**src/rtl/mmbd_pkg.sv**
```systemverilog
// Shared constants and types of the min/max bucket decimator.
`default_nettype none

package mmbd_pkg;

  localparam int SAMPLE_BITS_DEF       = 16;
  localparam int MAX_BUCKET_LOG2_DEF   = 20;
  localparam int BUCKET_INDEX_BITS_DEF = 32;

  localparam int              CFG_BITS          = 5;
  localparam logic [CFG_BITS-1:0] BUCKET_LOG2_RESET = CFG_BITS'(1);

  localparam logic KIND_POINT = 1'b0;
  localparam logic KIND_GAP   = 1'b1;

  typedef struct packed {
    logic push0;
    logic push1;
  } emit_t;

endpackage

`default_nettype wire

```
**src/rtl/mmbd_tracker.sv**
```systemverilog
// Running min/max tracker of one bucket and the result items of a closing bucket.
`default_nettype none

module mmbd_tracker
  import mmbd_pkg::*;
#(
  parameter int SAMPLE_BITS       = SAMPLE_BITS_DEF,
  parameter int MAX_BUCKET_LOG2   = MAX_BUCKET_LOG2_DEF,
  parameter int BUCKET_INDEX_BITS = BUCKET_INDEX_BITS_DEF,
  parameter int LG_W              = $clog2(MAX_BUCKET_LOG2 + 1),
  parameter int RES_W             = SAMPLE_BITS + BUCKET_INDEX_BITS + 3
) (
  input  wire logic                    clk,
  input  wire logic                    rst_n,
  input  wire logic                    in_fire,
  input  wire logic [SAMPLE_BITS-1:0]  in_sample,
  input  wire logic                    in_draw,
  input  wire logic                    in_last,
  input  wire logic [LG_W-1:0]         lg,
  output emit_t                        emit,
  output logic      [RES_W-1:0]        res0,
  output logic      [RES_W-1:0]        res1
);

  localparam int POS_W = MAX_BUCKET_LOG2;

  logic        [POS_W-1:0]             pos_r;
  logic        [BUCKET_INDEX_BITS-1:0] cnt_r;
  logic signed [SAMPLE_BITS-1:0]       lo_r, hi_r;
  logic        [POS_W-1:0]             lo_pos_r, hi_pos_r;
  logic                                any_r;

  logic signed [SAMPLE_BITS-1:0]       smp;
  logic signed [SAMPLE_BITS-1:0]       lo_nxt, hi_nxt;
  logic        [POS_W-1:0]             lo_pos_nxt, hi_pos_nxt;
  logic                                any_nxt;
  logic                                first, lo_upd, hi_upd, close_b, two;
  logic        [POS_W-1:0]             end_mask;
  logic signed [SAMPLE_BITS-1:0]       most_pos, most_neg;

  assign most_pos = {1'b0, {(SAMPLE_BITS-1){1'b1}}};
  assign most_neg = {1'b1, {(SAMPLE_BITS-1){1'b0}}};
  assign smp      = in_sample;
  assign end_mask = ~({POS_W{1'b1}} << lg);

  always_comb begin
    first      = in_draw && !any_r;
    lo_upd     = in_draw && (first || (smp < lo_r));
    hi_upd     = in_draw && (first || (smp > hi_r));
    lo_nxt     = lo_upd ? smp : lo_r;
    hi_nxt     = hi_upd ? smp : hi_r;
    lo_pos_nxt = lo_upd ? pos_r : lo_pos_r;
    hi_pos_nxt = hi_upd ? pos_r : hi_pos_r;
    any_nxt    = any_r || in_draw;
    close_b    = (pos_r >= end_mask) || in_last;
    two        = any_nxt && (lo_pos_nxt != hi_pos_nxt);

    // Result layout from the lowest bit: kind, value, at_middle, bucket number, last.
    res1 = {1'b1, cnt_r, 1'b1, (lo_pos_nxt < hi_pos_nxt) ? hi_nxt : lo_nxt, KIND_POINT};
    if (!any_nxt) begin
      res0 = {1'b1, cnt_r, 1'b0, {SAMPLE_BITS{1'b0}}, KIND_GAP};
    end else if (!two) begin
      res0 = {1'b1, cnt_r, 1'b0, lo_nxt, KIND_POINT};
    end else if (lo_pos_nxt < hi_pos_nxt) begin
      res0 = {1'b0, cnt_r, 1'b0, lo_nxt, KIND_POINT};
    end else begin
      res0 = {1'b0, cnt_r, 1'b0, hi_nxt, KIND_POINT};
    end

    emit.push0 = in_fire && close_b;
    emit.push1 = in_fire && close_b && two;
  end

  always_ff @(posedge clk) begin
    if (!rst_n) begin
      pos_r    <= '0;
      cnt_r    <= '0;
      lo_r     <= most_pos;
      hi_r     <= most_neg;
      lo_pos_r <= '0;
      hi_pos_r <= '0;
      any_r    <= 1'b0;
    end else if (in_fire) begin
      if (close_b) begin
        pos_r    <= '0;
        cnt_r    <= in_last ? '0 : cnt_r + BUCKET_INDEX_BITS'(1);
        lo_r     <= most_pos;
        hi_r     <= most_neg;
        lo_pos_r <= '0;
        hi_pos_r <= '0;
        any_r    <= 1'b0;
      end else begin
        pos_r    <= pos_r + POS_W'(1);
        lo_r     <= lo_nxt;
        hi_r     <= hi_nxt;
        lo_pos_r <= lo_pos_nxt;
        hi_pos_r <= hi_pos_nxt;
        any_r    <= any_nxt;
      end
    end
  end

endmodule

`default_nettype wire

```
**src/rtl/mmbd_fifo.sv**
```systemverilog
// Four-entry result queue that takes up to two result items per cycle.
`default_nettype none

module mmbd_fifo
  import mmbd_pkg::*;
#(
  parameter int RES_W = SAMPLE_BITS_DEF + BUCKET_INDEX_BITS_DEF + 3
) (
  input  wire logic             clk,
  input  wire logic             rst_n,
  input  wire emit_t            emit,
  input  wire logic [RES_W-1:0] res0,
  input  wire logic [RES_W-1:0] res1,
  output logic                  room_two,
  output logic                  rd_valid,
  input  wire logic             rd_pop,
  output logic      [RES_W-1:0] rd_data
);

  localparam int DEPTH = 4;
  localparam int PTR_W = $clog2(DEPTH);

  logic [RES_W-1:0] mem_r [DEPTH];
  logic [PTR_W-1:0] wr_ptr_r, rd_ptr_r;
  logic [PTR_W:0]   count_r;
  logic [PTR_W-1:0] wr_ptr_nxt;
  logic [PTR_W:0]   count_nxt;
  logic             pop;

  assign rd_valid = (count_r != '0);
  assign rd_data  = mem_r[rd_ptr_r];
  assign pop      = rd_valid && rd_pop;
  assign room_two = (count_r <= (PTR_W+1)'(DEPTH - 2));

  always_comb begin
    wr_ptr_nxt = wr_ptr_r + PTR_W'(emit.push0) + PTR_W'(emit.push1);
    count_nxt  = count_r + (PTR_W+1)'(emit.push0) + (PTR_W+1)'(emit.push1)
                 - (PTR_W+1)'(pop);
  end

  always_ff @(posedge clk) begin
    if (emit.push0) begin
      mem_r[wr_ptr_r] <= res0;
    end
    if (emit.push1) begin
      mem_r[wr_ptr_r + PTR_W'(1)] <= res1;
    end
  end

  always_ff @(posedge clk) begin
    if (!rst_n) begin
      wr_ptr_r <= '0;
      rd_ptr_r <= '0;
      count_r  <= '0;
    end else begin
      wr_ptr_r <= wr_ptr_nxt;
      count_r  <= count_nxt;
      if (pop) begin
        rd_ptr_r <= rd_ptr_r + PTR_W'(1);
      end
    end
  end

endmodule

`default_nettype wire

```
**src/rtl/minmax_bucket_decimator.sv**
```systemverilog
// Top level of the min/max bucket decimator.
// The block takes one sample beat per cycle while in_tready is high and updates the
// running extremes of the current bucket in that same cycle; a closing bucket writes one
// or two result items into a four-entry queue that feeds the output, one result beat per
// cycle while out_tready is high. Input is taken while the queue holds at most two
// results, so with the output always ready the block sustains one sample per cycle for
// every bucket size, buckets of two samples that yield two results each included.
// Results are registered in the queue. Write cfg_wr_data only while the block is idle.
`default_nettype none

module minmax_bucket_decimator
  import mmbd_pkg::*;
#(
  parameter int SAMPLE_BITS       = SAMPLE_BITS_DEF,
  parameter int MAX_BUCKET_LOG2   = MAX_BUCKET_LOG2_DEF,
  parameter int BUCKET_INDEX_BITS = BUCKET_INDEX_BITS_DEF,
  parameter int IN_DATA_W         = ((SAMPLE_BITS + 7) / 8) * 8,
  parameter int OUT_DATA_W        = ((SAMPLE_BITS + BUCKET_INDEX_BITS + 1 + 7) / 8) * 8
) (
  input  wire logic                  clk,
  input  wire logic                  rst_n,
  input  wire logic                  cfg_wr_en,
  input  wire logic [CFG_BITS-1:0]   cfg_wr_data,   // bucket_log2
  input  wire logic                  in_tvalid,
  output logic                       in_tready,
  input  wire logic [IN_DATA_W-1:0]  in_tdata,      // sample
  input  wire logic                  in_tuser,      // drawable
  input  wire logic                  in_tlast,      // last_sample
  output logic                       out_tvalid,
  input  wire logic                  out_tready,
  output logic      [OUT_DATA_W-1:0] out_tdata,     // value, at_middle, bucket_number
  output logic                       out_tuser,     // kind
  output logic                       out_tlast      // last_of_run
);

  localparam int LG_W  = $clog2(MAX_BUCKET_LOG2 + 1);
  localparam int RES_W = SAMPLE_BITS + BUCKET_INDEX_BITS + 3;
  localparam int PAY_W = SAMPLE_BITS + BUCKET_INDEX_BITS + 1;

  logic [CFG_BITS-1:0] bucket_log2_r;
  logic [LG_W-1:0]     lg;
  logic                in_fire;
  logic                room_two;
  emit_t               emit;
  logic [RES_W-1:0]    res0, res1, rd_data;

  always_ff @(posedge clk) begin
    if (!rst_n) begin
      bucket_log2_r <= BUCKET_LOG2_RESET;
    end else if (cfg_wr_en) begin
      bucket_log2_r <= cfg_wr_data;
    end
  end

  assign lg = (32'(bucket_log2_r) > 32'(MAX_BUCKET_LOG2)) ? LG_W'(MAX_BUCKET_LOG2)
                                                          : LG_W'(bucket_log2_r);

  assign in_tready = room_two;
  assign in_fire   = in_tvalid && in_tready;

  mmbd_tracker #(
    .SAMPLE_BITS      (SAMPLE_BITS),
    .MAX_BUCKET_LOG2  (MAX_BUCKET_LOG2),
    .BUCKET_INDEX_BITS(BUCKET_INDEX_BITS),
    .LG_W             (LG_W),
    .RES_W            (RES_W)
  ) u_tracker (
    .clk      (clk),
    .rst_n    (rst_n),
    .in_fire  (in_fire),
    .in_sample(in_tdata[SAMPLE_BITS-1:0]),
    .in_draw  (in_tuser),
    .in_last  (in_tlast),
    .lg       (lg),
    .emit     (emit),
    .res0     (res0),
    .res1     (res1)
  );

  mmbd_fifo #(
    .RES_W(RES_W)
  ) u_fifo (
    .clk     (clk),
    .rst_n   (rst_n),
    .emit    (emit),
    .res0    (res0),
    .res1    (res1),
    .room_two(room_two),
    .rd_valid(out_tvalid),
    .rd_pop  (out_tready),
    .rd_data (rd_data)
  );

  assign out_tuser = rd_data[0];
  assign out_tlast = rd_data[RES_W-1];
  assign out_tdata = OUT_DATA_W'(rd_data[PAY_W:1]);

endmodule

`default_nettype wire

```
**config.mk**
```make
export PLATFORM = sky130hd
export DESIGN_NAME = minmax_bucket_decimator
export DESIGN_NICKNAME = d
export VERILOG_FILES = /design/src/rtl/mmbd_pkg.sv /design/src/rtl/mmbd_tracker.sv /design/src/rtl/mmbd_fifo.sv /design/src/rtl/minmax_bucket_decimator.sv
export SDC_FILE = /design/constraint.sdc
export NUM_CORES = 1
export LEC_CHECK = 0
export ABC_AREA = 1
export BUFFER_PORTS_ARGS = -buffer_cell sky130_fd_sc_hd__buf_4
export CAP_MARGIN = 25
export CELL_PAD_IN_SITES_DETAIL_PLACEMENT = 1
export CELL_PAD_IN_SITES_GLOBAL_PLACEMENT = 1
export CORE_UTILIZATION = 48
export CTS_BUF_LIST = sky130_fd_sc_hd__clkbuf_2
export DETAILED_ROUTE_END_ITERATION = 10
export PLACE_DENSITY_LB_ADDON = 0.15
export SLEW_MARGIN = 10
export SYNTH_ARGS = -nofsm -noshare
export SYNTH_HDL_FRONTEND = slang
export SYNTH_SLANG_ARGS = --single-unit
export TNS_END_PERCENT = 5
```
**constraint.sdc**
```tcl
create_clock -name clk -period 6.4 [get_ports clk]
set_input_delay 1.28 -clock clk [delete_from_list [all_inputs] [get_ports clk]]
set_output_delay 1.28 -clock clk [all_outputs]
set_load 0.05 [all_outputs]
```
# == After elaboration in Yosys (flattened, before gate mapping) ==
# Memories as Yosys holds them, arrays and structs flattened. A register that Yosys moved wholly into a read port is not among the register bits.
# Cells that the tools add are included.
# classes
reduce_logical,15
n_mux,22
n_bitwise,1
shifts,1
eq_ne,1
addsub,9
order_cmp,6
# ops
op,n
$mux 51,2
$mux 20,5
$mux 16,5
$add 32x1->32 const B,1
$mux 32,1
$add 20x1->20 const B,1
$ge 20x20->1,1
$lt 20x20->1,1
$ne 20x20->1,1
$not 20->20,1
$shl 20x5->20 const A,1
$mux 17,1
$gt 16x16->1,1
$lt 16x16->1,1
$logic_and 1x1->1,8
$add 3x1->3,2
$gt 5x5->1 const B,1
$mux 1,5
$mux 5,1
$add 2x1->2,2
$add 2x1->2 const B,2
$logic_or 1x1->1,4
$mux 2,2
$le 3x2->1 const B,1
other kinds (4),4
# totals
in_bits,28
reg_bits,137
wordCells,67
mem_count,1
out_inout_bits,60
ramBits,204
# memory_table
name,words,width,read_ports,rd_clocked_by_memory_dff,write_ports,line_no,rtl
u_fifo.mem_r,4,51,1,1,2,mmbd_fifo.sv:23,logic [RES_W-1:0] mem_r [DEPTH];

# == Depth between registers and ports, before layout ==
# logic_depth
depth_word,10
ltp_mapped,34
depth_no_buf,33

# == By module ==
# Synthesis repeated with hierarchy kept, for this count alone.
# unflattened
hier_cells,2552
hier_area_um2,20070.5
# modules_own_cells
module,area_per_inst_um2,cells_each,seq_area_each_um2,n_inst
mmbd_fifo,10361.2,1056,6306.0,1
mmbd_tracker,9431.5,1454,2502.4,1
minmax_bucket_decimator,277.8,42,100.1,1

# == Least setup slack after synthesis ==
# OpenSTA, ideal clock, no wires.
# synth_timing
path_type,input -> register
startpoint,in in_tdata[15]
endpoint,"mem u_fifo.mem_r[0][10] (netlist bit), enable pin"
path_buffers,2
setup_ns,0.586
required_ns,5.814
path_stages,24
arrival_ns,5.205
path_slack_ns,0.609
path_cell_list,ha_1 nand2_1 inv_1 nand3_1 inv_1 a21oi_1 nand2_1 nand2_1 nand3_2 nand2_2 clkbuf_1 nand2_1 and2_1 ha_1 nand2_1 nor2_1 nand2_1 nor3b_2 a31oi_2 inv_2 nor2_4 inv_2 buf_2 nand2_1
# synth_rtl
element,line_no,rtl
start: declaration,minmax_bucket_decimator.sv:26,"input wire logic [IN_DATA_W-1:0] in_tdata,"
end: declaration,mmbd_fifo.sv:23,

# == Worst setup path after layout ==
# layout_timing
startpoint,reg u_tracker.lo_r[15]
endpoint,reg u_fifo.count_r[2]
# layout_via
elab_chain_len,9
# layout_rtl
element,line_no,rtl
start: declaration,mmbd_tracker.sv:29,"logic signed [SAMPLE_BITS-1:0] lo_r, hi_r;"
start signal: assignment,mmbd_tracker.sv:78,lo_r <= most_pos;
start signal: assignment,mmbd_tracker.sv:87,lo_r <= most_pos;
start signal: assignment,mmbd_tracker.sv:94,lo_r <= lo_nxt;
$lt 16x16->1,mmbd_tracker.sv:48,lo_upd = in_draw && (first || (smp < lo_r));
$logic_or 1x1->1,mmbd_tracker.sv:48,
$logic_and 1x1->1,mmbd_tracker.sv:48,
$mux 20,mmbd_tracker.sv:52,lo_pos_nxt = lo_upd ? pos_r : lo_pos_r;
$ne 20x20->1,mmbd_tracker.sv:56,two = any_nxt && (lo_pos_nxt != hi_pos_nxt);
$logic_and 1x1->1,mmbd_tracker.sv:56,
$logic_and 1x1->1,mmbd_tracker.sv:71,emit.push1 = in_fire && close_b && two;
$add 3x1->3,mmbd_fifo.sv:37,count_nxt = count_r + (PTR_W+1)'(emit.push0) + (PTR_W+1)'(emit.push1)
$sub 3x1->3,mmbd_fifo.sv:38,- (PTR_W+1)'(pop);
end signal: assignment,mmbd_fifo.sv:57,count_r <= count_nxt;
end: declaration,mmbd_fifo.sv:25,logic [PTR_W:0] count_r;
# No other way between the ends.
# A chain may end at the register's enable or synchronous reset.

==> flow_summary.toml <==
[outcome]
status = "finished, final reports clean"

[drt]
post-route-drc-count = 0
viasPerCell = 5.83
drt-total-wl_mm = 66.4
drt-initial-drc-count = 1322
vias = 18400
first_pass_iters = 6
ant_nets = 0
wl_per_cell_um = 21.1

[finish]
area_growth_pct = 9.09
fill_cells = 5005
layout_commonest_cell = "nand2_1"
drive_above_1_share_pct = 12.0
seq_area_mm2 = 0.00879
stdcell_count = 3151
nets = 2660
multi_input_area_mm2 = 0.00902
finalCoreUtilization_pct = 53.1
mostFrequentLayoutCells = "nand2_1 (538), nand3_1 (340), a21oi_1 (237), nor2_1 (221), inv_1 (200)"
fin_area_mm2 = 0.0211

[power]
p_leak_nw = 8.71
power_density_mw_per_mm2 = 328
irDropWorstVdd_uv = 382

[grt]
grt_usage_pct = 32.6
grt_pass1_wl_mm = 104
grt_start_max_net_pins = 94
antenna_found_initial = 2
gr-total-overflow = 0
first_global_vias = 18800

[yosys]
synth_edf_count = 192
synthArstFlopShare_pct = 0
yosysUniqueCellTypes = 45
yosysSeqAreaShare_pct = 45.5
synth_area_mm2 = 0.0193
synth_flop_cell = "edfxtp_1"
ys_seq_elements = 343
syn_avg_cell_area_um2 = 7.77
yosysWarnings = 0
synth_cells = 2486

[floorplanning]
start_util_pct = 48.6
core_area_mm2 = 0.0397
die_w_um = 203
rows = 73
fp.dieArea_mm2 = 0.0411
die_y_um = 203
io_pins = 88

[sta]
fin_skew_ns = 0.0968
worstMarginPinSlew_ns = 1.02
drv_slew = 0
final-hold-violation-count = 0
max_freq_ghz = 0.194
tns_ns = 0
fin_crit_ns = 5.15
finalWorstSetupSlack_ns = 1.25
max-slew-margin-rel_pct = 32.3
setup_violations = 0
fin_crit_sh_pct = 80.5
grt_setup_unrepaired = "false"

[critical_path]
cp_top_family = "simple AND/OR/NAND/NOR gates"
path_class = "flip-flop to flip-flop"
slowest_delay_ns = 0.44
worst_path_most_repeated_cell = "nand2_1"
start_kind = "flip-flop"
arrival_ns = 6.01
endpoint_kind = "flip-flop"
worstPathMaxFanout = 22
worst_path_max_delay_cell = "nand2_2"
required_ns = 7.26
crit_buf_inv = 6

[min_path]
hp-class = "primary input to flip-flop"

[clocking]
clkLatencyLatePin_ns = 1.07
htree_levels = 3
cts_max_path_buffers = 3
root_buffer = "clkbuf_2"
post_cts_buffers = 0
clkTransAtPathRegs_ns = 0.10
cts_resized = 0
holdBufCountCts = 0
numCtsBuffers = 90
cts_tree = "built"
clock_sinks = 343

[place]
dpl_cell_area_mm2 = 0.0202
dp_hpwl_mm = 44.0
dp_cells = 2987
port_buffers = 80
pre_cts_ws_ns = 0.359
finalWeightedCongestion = 0.907

[run]
maxCapViolCount = 0
layer usage:
layer / vias to the layer above / global-route usage, % / part of all wire (%)
met5: - / 0 / 0
met1: 9033 / 42.3 / 43
met2: 638 / 55.4 / 48
met3: 91 / 5.55 / 7.0
met4: 0 / 9.88 / 1.7
li1: 8619 / - / -
layout make-up:
| cell class | instances | area share (%) |
|---|---|---|
| Antenna cell | 1 | 0.0119 |
| Timing Repair Buffer | 116 | 4.25 |
| Multi-Input combinational cell | 1783 | 42.8 |
| Tap cell | 525 | 3.12 |
| Inverter | 220 | 3.94 |
| Clock inverter | 16 | 0.706 |
| Clock buffer | 147 | 3.49 |
| Sequential cell | 343 | 41.7 |
worst reg2reg max path, delay by kind of cell, from the launching register on:
| family | cells | cell delay [ns] |
|---|---|---|
| AO/OA/AOI/OAI | 2 | 0.36 |
| XOR/XNOR | 1 | 0.18 |
| adder cells (fa/ha/maj) | 5 | 1.49 |
| buffers and inverters | 6 | 0.58 |
| flip-flops | 1 | 0.38 |
| AND/OR/NAND/NOR | 14 | 2.00 |
flip-flops by register name (all words and copies together) (netlist names), named ones only:
signal and count:
u_tracker.lo_pos_r 20, u_tracker.lo_r 16, u_fifo.count_r 3, u_tracker.hi_pos_r 20
u_tracker.any_r 1, bucket_log2_r 5, u_tracker.cnt_r 32, u_tracker.pos_r 20
u_fifo.mem_r 204, u_tracker.hi_r 16, u_fifo.wr_ptr_r 2, u_fifo.rd_ptr_r 2
through the flow:
step                hold slack (ns)  power, W
CTS                           0.391   0.00694
global placement              0.433   0.00517
floorplan                     0.421   0.00441
detailed placement            0.439   0.00525
global route                  0.445   0.00727
finish                        0.454   0.00692
synthesized netlist by cell type (3+ instances only):
cell | count | area [µm²]
nand2_1 | 541 | 2030
nand3_1 | 340 | 1700
a21oi_1 | 237 | 1190
nor2_1 | 221 | 830
inv_1 | 204 | 766
edfxtp_1 | 192 | 5770
dfxtp_1 | 151 | 3020
o21ai_0 | 139 | 696
ha_1 | 75 | 938
clkbuf_1 | 69 | 259
o22ai_1 | 50 | 313
buf_2 | 47 | 235
nand4_1 | 33 | 206
nor3_1 | 26 | 130
xor2_1 | 23 | 201
o211ai_1 | 21 | 158
and2_1 | 20 | 125
buf_4 | 14 | 105
nor4_1 | 9 | 56.3
buf_1 | 8 | 30.0
buf_6 | 8 | 90.1
clkinv_1 | 7 | 26.3
inv_2 | 7 | 26.3
nand2_2 | 7 | 43.8
nor2_4 | 6 | 67.6
fa_1 | 3 | 60.1
o21ai_1 | 3 | 15.0
worst paths after layout:
kind                                                    endpoint                              from  slack, ns  depth (start not counted)
worst min-delay path               bucket_log2_r[0]$_SDFFE_PN1P_                         cfg_wr_en       0.45                          2
worst max-delay path                u_fifo.count_r[2]$_SDFF_PN0_   u_tracker.lo_r[15]$_SDFFE_PN0P_       1.25                         28
worst max register to register      u_fifo.count_r[2]$_SDFF_PN0_   u_tracker.lo_r[15]$_SDFFE_PN0P_       1.25                         28
worst min register to register  u_fifo.mem_r[2][17]$_SDFFE_PP1P_  u_fifo.mem_r[2][17]$_SDFFE_PP1P_       0.45                          2
report_power, final:
part	internal, W	total, W	switching, W
clock	0.000721	0.00169	0.000970
sequential	0.00253	0.00261	0.0000868
combinational	0.000660	0.00261	0.00195
total	0.00391	0.00692	0.00301
cells by family after synthesis:
kind of cell               share of synthesized area, %
DFF                                                45.5
xor gates and xnor gates                           1.09
AOI/OAI and AO/OA                                  12.6
adders and majority gates                          5.17
buffers and inverters                              8.02
and+or+nand+nor                                    27.6
other                                            0.0194
No activity file was read; power rests on OpenSTA's default activity.
